## src/rtl/core/ipm_pkg.sv

```systemverilog
// Shared types, widths and constants of the inverse perspective mapping unit.
// Used by the CORDIC cell and the top level; depends on nothing.
package ipm_pkg;

	// CORDIC datapath width and angle width (Q.16 radians, signed).
	localparam int W  = 46;
	localparam int AW = 20;
	// Width of a scale times angle product.
	localparam int PW = 45;

	localparam int IMG_ROWS_DEF     = 480;
	localparam int IMG_COLS_DEF     = 640;
	localparam int CORDIC_STEPS_DEF = 16;

	localparam logic signed [23:0] NEAR_LIMIT  = 24'sd25;
	localparam logic [16:0]        GAIN_Q16    = 17'd107922;
	localparam logic signed [AW-1:0] HALF_PI_Q16 = 20'sd102944;

	localparam logic [1:0] ST_OK    = 2'd0;
	localparam logic [1:0] ST_NEAR  = 2'd1;
	localparam logic [1:0] ST_DEGEN = 2'd2;
	localparam logic [1:0] ST_OUT   = 2'd3;

	localparam logic [2:0] REG_CAM_X    = 3'd0;
	localparam logic [2:0] REG_CAM_Y    = 3'd1;
	localparam logic [2:0] REG_CAM_H    = 3'd2;
	localparam logic [2:0] REG_ROW_SC   = 3'd3;
	localparam logic [2:0] REG_COL_SC   = 3'd4;
	localparam logic [2:0] REG_ROW_OFF  = 3'd5;
	localparam logic [2:0] REG_COL_OFF  = 3'd6;

	// Side information that travels with a word down the cell chain.
	typedef struct packed {
		logic [1:0]           st;
		logic signed [AW-1:0] psi;
	} side_t;

	// atan(2^-i) in Q.16, rounded to nearest.
	function automatic logic signed [AW-1:0] atan_q16(input int i);
		logic signed [AW-1:0] a;
		case (i)
			0:       a = 20'sd51472;
			1:       a = 20'sd30386;
			2:       a = 20'sd16055;
			3:       a = 20'sd8150;
			4:       a = 20'sd4091;
			5:       a = 20'sd2047;
			6:       a = 20'sd1024;
			7:       a = 20'sd512;
			8:       a = 20'sd256;
			9:       a = 20'sd128;
			10:      a = 20'sd64;
			11:      a = 20'sd32;
			12:      a = 20'sd16;
			13:      a = 20'sd8;
			14:      a = 20'sd4;
			15:      a = 20'sd2;
			16:      a = 20'sd1;
			default: a = 20'sd0;
		endcase
		return a;
	endfunction

endpackage

```

## src/rtl/core/ipm_cordic_cell.sv

```systemverilog
// One vectoring CORDIC micro-rotation with its pipeline register.
// Depends on ipm_pkg for widths, the arctangent table and the side struct.
module ipm_cordic_cell #(
	parameter int SHIFT = 0
) (
	input  logic                          clk,
	input  logic                          arst_n,
	input  logic                          en,
	input  logic                          vld_in,
	input  logic signed [ipm_pkg::W-1:0]  x_in,
	input  logic signed [ipm_pkg::W-1:0]  y_in,
	input  logic signed [ipm_pkg::AW-1:0] z_in,
	input  ipm_pkg::side_t                side_in,
	output logic                          vld_out,
	output logic signed [ipm_pkg::W-1:0]  x_out,
	output logic signed [ipm_pkg::W-1:0]  y_out,
	output logic signed [ipm_pkg::AW-1:0] z_out,
	output ipm_pkg::side_t                side_out
);
	import ipm_pkg::*;

	localparam logic signed [AW-1:0] ATAN = atan_q16(SHIFT);

	logic signed [W-1:0] xs, ys;
	logic vld_q;
	logic signed [W-1:0] x_q, y_q;
	logic signed [AW-1:0] z_q;
	side_t side_q;

	// Arithmetic shifts round toward minus infinity.
	assign xs = x_in >>> SHIFT;
	assign ys = y_in >>> SHIFT;

	always_ff @(posedge clk or negedge arst_n) begin
		if (!arst_n) begin
			vld_q <= 1'b0;
		end else if (en) begin
			vld_q <= vld_in;
		end
	end

	always_ff @(posedge clk) begin
		if (en) begin
			side_q <= side_in;
			if (!y_in[W-1]) begin
				x_q <= x_in + ys;
				y_q <= y_in - xs;
				z_q <= z_in + ATAN;
			end else begin
				x_q <= x_in - ys;
				y_q <= y_in + xs;
				z_q <= z_in - ATAN;
			end
		end
	end

	assign vld_out  = vld_q;
	assign x_out    = x_q;
	assign y_out    = y_q;
	assign z_out    = z_q;
	assign side_out = side_q;

endmodule

```

## config.mk

```make
export PLATFORM = sky130hd
export DESIGN_NAME = ipm_cordic_cell
export DESIGN_NICKNAME = d
export VERILOG_FILES = /design/src/rtl/core/ipm_pkg.sv /design/src/rtl/core/ipm_cordic_cell.sv
export SDC_FILE = /design/constraint.sdc
export NUM_CORES = 1
export LEC_CHECK = 0
export BUFFER_PORTS_ARGS = -buffer_cell sky130_fd_sc_hd__buf_4
export CAP_MARGIN = 0
export CORE_MARGIN = 2
export CORE_UTILIZATION = 50
export DETAILED_ROUTE_END_ITERATION = 8
export PLACE_DENSITY = 0.85
export SLEW_MARGIN = 20
export SYNTH_ARGS = -nofsm -noshare
export SYNTH_HDL_FRONTEND = slang
export SYNTH_SLANG_ARGS = --single-unit
```

## constraint.sdc

```tcl
create_clock -name clk -period 0.8 [get_ports clk]
set_clock_uncertainty 0.05 [all_clocks]
set_input_delay 0.24 -clock clk [delete_from_list [all_inputs] [get_ports clk]]
set_output_delay 0.24 -clock clk [all_outputs]
set_load 0.05 [all_outputs]
```

==> results of run 1 <==
-- kinds of logic after synthesis --
family,count (synthesis)
AOI/OAI and AO/OA,507
and+or+nand+nor,332
buffers and inverters,214
adders and majority gates,166
DFF,134
xor gates and xnor gates,101
muxes,26
-- layer usage --
layer  overflow  track usage (%)
met1          0            77.67
met2         82            94.64
met3          2            67.98
met4         66            83.12
met5          0            32.01
-- timing repair --
action	in CTS
gates resized for setup	266
pin swaps	122
endpoints found under the setup margin	241
hold endpoints to repair	27
gates cloned	0
buffers inserted	45
hold buffers	27
-- Yosys cell counts, drive strengths merged (4+ instances only) --
cell | number | area, um^2
ha | 162 | 2027
nand2b | 12 | 75.07
a21o | 28 | 210.2
or2 | 10 | 62.56
a2111oi | 6 | 60.05
fa | 4 | 80.08
a21boi | 4 | 30.03
nor3 | 23 | 115.1
nand2 | 72 | 270.3
a21oi | 186 | 930.9
o31a | 9 | 78.83
xnor2 | 89 | 779.5
buf | 31 | 161.4
nor2b | 16 | 100.1
nor2 | 111 | 416.7
o211ai | 19 | 147.6
and3 | 5 | 31.28
nand3 | 17 | 85.08
o21bai | 34 | 255.2
a211o | 4 | 35.03
a31oi | 11 | 75.07
o21a | 14 | 105.1
o31ai | 21 | 157.7
a221oi | 5 | 50.04
nand4 | 20 | 125.1
or3 | 12 | 85.08
clkbuf | 30 | 112.6
a311oi | 6 | 58.80
edfxtp | 133 | 3994
o221ai | 7 | 61.31
nor4 | 11 | 105.1
o21ai | 107 | 543.0
a211oi | 15 | 122.6
xor2 | 12 | 105.1
o311ai | 4 | 35.04
and2 | 11 | 68.82
inv | 151 | 566.8
mux2i | 25 | 250.2
-- metrics by stage --
step                hold WS [ps]  instance area [um^2]  TNS [ps]  setup slack [ps]  instances
global placement          -34.61                 20110   -238450             -2624       2576
floorplan                 -105.6                 13800   -158380             -1996       1480
CTS                      0.05845                 22500   -223290             -2033       2675
detailed placement        -32.73                 20110   -245840             -2732       2576
==> results.py, run 1 <==
metrics = {
    "logic_synthesis": {
        "yosys_register_bits": 134,
        "synth_edf_count": 133,
        "synthFlopType": "edfxtp_1",
        "synthMuxAreaShare_pct": 2.015,
        "ys_seq_area_share_pct": 30.97,
        "synth_warnings": 0,
        "synth_compound_gate_area_share_pct": 24.81,
        "syn_area_um2": 12980,
        "synth-async-reset-ratio_pct": 0.7463,
        "syn_avg_cell_area_um2": 8.768,
        "synth_cells": 1480,
        "syn_nets": 1784,
        "synthAdderAreaFrac_pct": 16.24,
        "synth_top_family_by_area": "compound AO/OA/AOI/OAI gates",
        "ys_types": 82,
        "synth-simple-area-share_pct": 12.61,
        "synthXorXnorAreaFrac_pct": 6.817,
    },
    "floorplanning": {
        "ioPinCount": 273,
        "row_count": 58,
        "fp.dieW_um": 165.1,
        "die_y_um": 165.1,
        "floorplan.initialDensity_pct": 51.24,
    },
    "clock_tree": {
        "htreeDepth": 4,
        "numCtsBuffers": 17,
        "cts.sinks": 134,
        "cts_buffer_depth": 2,
        "cts_root_buf": "clkbuf_16",
    },
    "status": {
        "stop_stage": "global routing",
        "outcome": "did not finish",
        "stop_error": "[ERROR GRT-0232] Routing congestion too high. Check the congestion heatmap in the GUI.",
    },
    "sta": {
        "worst_endpoint": "y_out[44]$_DFFE_PP_/D",
        "worstEndpointType": "register input",
    },
    "global_route": {
        "grt_max_degree": 52,
        "overflow": 150,
        "grt_usage_pct": 79.84,
    },
    "placement": {
        "gp_congestion": 0.9913,
        "dp_hpwl_mm": 42.99,
        "numPortBuffers": 272,
    },
}
==> run 2, diff against run 1 <==
--- a/config.mk
+++ b/config.mk
@@ -8,9 +8,9 @@
 export BUFFER_PORTS_ARGS = -buffer_cell sky130_fd_sc_hd__buf_4
 export CAP_MARGIN = 0
 export CORE_MARGIN = 2
-export CORE_UTILIZATION = 50
+export CORE_UTILIZATION = 35
 export DETAILED_ROUTE_END_ITERATION = 8
-export PLACE_DENSITY = 0.85
+export PLACE_DENSITY_LB_ADDON = 0.15
 export SLEW_MARGIN = 20
 export SYNTH_ARGS = -nofsm -noshare
 export SYNTH_HDL_FRONTEND = slang
==> constraint.sdc (replaced) <==
create_clock -name clk -period 1.05 [get_ports clk]
set_clock_uncertainty 0.05 [all_clocks]
set_input_delay 0.315 -clock clk [delete_from_list [all_inputs] [get_ports clk]]
set_output_delay 0.315 -clock clk [all_outputs]
set_load 0.05 [all_outputs]
==> run 2 against run 1 <==
  * The flow now finishes, with violations (negative setup slack)
  * Area after synthesis is the same
  * Synthesized cell count stayed put
==> results.py, run 2 <==
metrics = {
    "hold_path": {
        "hold_class": "primary input to flip-flop",
    },
    "global_route": {
        "grt_pass1_wl_mm": 81.20,
        "grt_usage_pct": 27.26,
        "antenna_found_initial": 3,
        "grt_pass1_vias": 14980,
        "overflow": 0,
        "grt_max_degree": 54,
    },
    "sta": {
        "fin_crit_ps": 2837,
        "final.setup.worst_slack_ps": -1787,
        "fin_crit_sh_pct": 270.2,
        "clock.fmax_ghz": 0.3525,
        "worst_slew_pin_slew_ps": 609.5,
        "report.final.slew_viol_count": 0,
        "hold_viol": 0,
        "slew_headroom_pct": 59.37,
        "setup_viol": 239,
        "worst_hold_slack_ps": 54.48,
        "rsz0062_at_grt": "true",
    },
    "worst_setup_path": {
        "required_ps": 1200,
        "ff2ff_setup_slack_ps": 240,
        "start_kind": "primary input",
        "cp-endpoint": "y_out[44]",
        "cp-end-kind": "flip-flop",
        "crit_type": "primary input to flip-flop",
        "worstPathArrival_ps": 2990,
        "worstReg2RegStart": "vld_out",
        "r2r-end": "vld_out",
        "cp-startpoint": "y_in[0]",
        "critical_path.max_fanout": 2,
        "reg2reg_depth": 1,
    },
    "placement": {
        "dp_hpwl_mm": 42.37,
        "dp_slack_ps": -2463,
        "numPortBuffers": 272,
        "gp_congestion": 0.9625,
        "dpl_cell_area_um2": 20230,
    },
    "clock_tree": {
        "cts.sinks": 134,
        "cts_root_buf": "clkbuf_16",
        "clkTransAtPathRegs_ps": 60,
        "insertion_delay_ps": 450,
        "htreeDepth": 4,
        "cts_tree": "done",
        "cts_buffer_depth": 2,
        "numCtsBuffers": 17,
    },
    "pwr": {
        "p_leak_nw": 10.81,
        "powerDensity_nw_per_um2": 1262,
        "peakVddDrop_v": 0.001237,
    },
    "drt": {
        "viasPerCell": 5.282,
        "ant_nets": 0,
        "routed_wl_mm": 55.86,
        "routedWlPerCell_um": 19.75,
        "vias": 14940,
        "drc": 0,
        "drt-pass1-iter-count": 7,
        "drt_iter0_markers": 1121,
    },
    "logic_synthesis": {
        "synthMuxAreaShare_pct": 2.015,
        "ys_types": 82,
        "yosysTopAreaCellShare_pct": 30.78,
        "synth_edf_count": 133,
        "syn_nets": 1784,
        "synth_most_common_cell": "a21oi_1",
        "syn_avg_cell_area_um2": 8.768,
        "synth_compound_gate_area_share_pct": 24.81,
        "synth_cells": 1480,
        "synthTopCellsByCount": "a21oi_1 (186), ha_1 (162), inv_1 (151), edfxtp_1 (133), nor2_1 (111)",
        "yosysTopAreaCell": "edfxtp_1",
        "synthFlopType": "edfxtp_1",
        "synth-async-reset-ratio_pct": 0.7463,
        "ys_seq_area_share_pct": 30.97,
        "synth_top_family_by_area": "compound AO/OA/AOI/OAI gates",
        "yosys_register_bits": 134,
        "synth_area_leaders": "edfxtp_1 (31%), ha_1 (16%), a21oi_1 (7.2%), xnor2_1 (6.0%), inv_1 (4.4%)",
        "synthXorXnorAreaFrac_pct": 6.817,
        "synth_warnings": 0,
        "synth-simple-area-share_pct": 12.61,
        "syn_area_um2": 12980,
        "synthAdderAreaFrac_pct": 16.24,
    },
    "run": {
        "cap_violations": 0,
    },
    "status": {
        "violations": "negative setup slack",
        "outcome": "finished, violations left",
    },
    "floorplanning": {
        "fp.dieW_um": 196.6,
        "row_count": 70,
        "core_um2": 36520,
        "ioPinCount": 273,
        "die_y_um": 196.6,
        "dieArea_um2": 38630,
        "floorplan.initialDensity_pct": 35.53,
    },
    "final_layout": {
        "layout_common_cells": "buf_4 (653), buf_6 (209), edfxtp_1 (133), a21oi_1 (124), ha_1 (123)",
        "fin_nets": 2654,
        "largest_reg_flops": 46,
        "fin_util_pct": 66.33,
        "fillCellCount": 2913,
        "finalInstanceArea_um2": 24220,
        "layout.cells.most_common": "buf_4",
        "drive_above_1_share_pct": 53.96,
        "num_antenna_cells": 0,
        "syn_to_final_growth_pct": 86.68,
    },
}
-- run 2: cell counts after synthesis --
Identical to the previous run, type by type.
-- run 2: critical path, cell delays in order --
cell,delay [ps]
buf_12,90
inv_8,30
ha_4,150
fa_2,420
nor2b_4,150
o2111ai_4,150
nand3b_1,220
o311ai_4,130
a21oi_2,220
and3b_2,270
o21ba_4,200
o41a_1,310
a311oi_2,240
xnor2_1,90
-- run 2: layout make-up --
type	count	area (um^2)	area share [%]
tap	468	585.6	2.417
timing repair buffer	912	7991	32.99
clock buffer	17	425.4	1.756
clock inverter	13	229.0	0.9452
sequential	134	4019	16.59
multi-input combinational	1132	10340	42.67
inverter	153	638.1	2.634
-- run 2: cells by family after synthesis --
family / after synthesis
flops: 134
simple gates: 332
buf+inv: 214
fa+ha+maj: 166
compound gates: 507
xor+xnor: 101
mux: 26
-- run 2: per-stage QoR --
step                      total power, mW  instances  TNS [ps]
after floorplan                     14.89       1480   -127580
after global placement              20.74       2707   -198310
after detailed placement            20.82       2707   -201720
after CTS                           29.71       2792   -171720
after global routing                31.75       2829   -188120
final                               30.58       2829   -176280
-- run 2: what timing repair did --
action / CTS / global route
pin swaps: 125 / 112
setup endpoints to repair: 239 / 239
gates resized for setup: 429 / 143
hold buffers: 27 / 0
buffers inserted: 42 / 38
cloned: 0 / 5
endpoints found under the hold margin: 27 / 0
-- run 2: how the worst min path moves through the flow --
| stage | startpoint | slack [ps] | to | depth (start not counted) |
|---|---|---|---|---|
| after detailed placement | arst_n | 40 | vld_out | 1 |
| after global placement | arst_n | 40 | vld_out | 1 |
| after CTS | vld_in | 40 | vld_out | 2 |
| final | vld_in | 50 | vld_out | 2 |
| after global routing | vld_in | 50 | vld_out | 2 |
| after floorplan | arst_n | -30 | vld_out | 0 |
-- run 2: per-layer routing --
| metal | up-vias | share of wire, % | GRT usage, % |
|---|---|---|---|
| met3 | 143 | 6.6 | 5.459 |
| li1 | 7083 | - | - |
| met5 | - | 0.041 | 0 |
| met2 | 639 | 47 | 44.98 |
| met1 | 7075 | 43 | 34.51 |
| met4 | 4 | 4.2 | 12.21 |
-- run 2: report_power, final --
| group | switching (mW) | total (mW) | internal, mW |
|---|---|---|---|
| logic | 8.94 | 16.2 | 7.25 |
| registers | 0.438 | 7.44 | 7.00 |
| clock network | 2.53 | 6.95 | 4.42 |
Note: power is estimated with default switching activity, not from simulation.
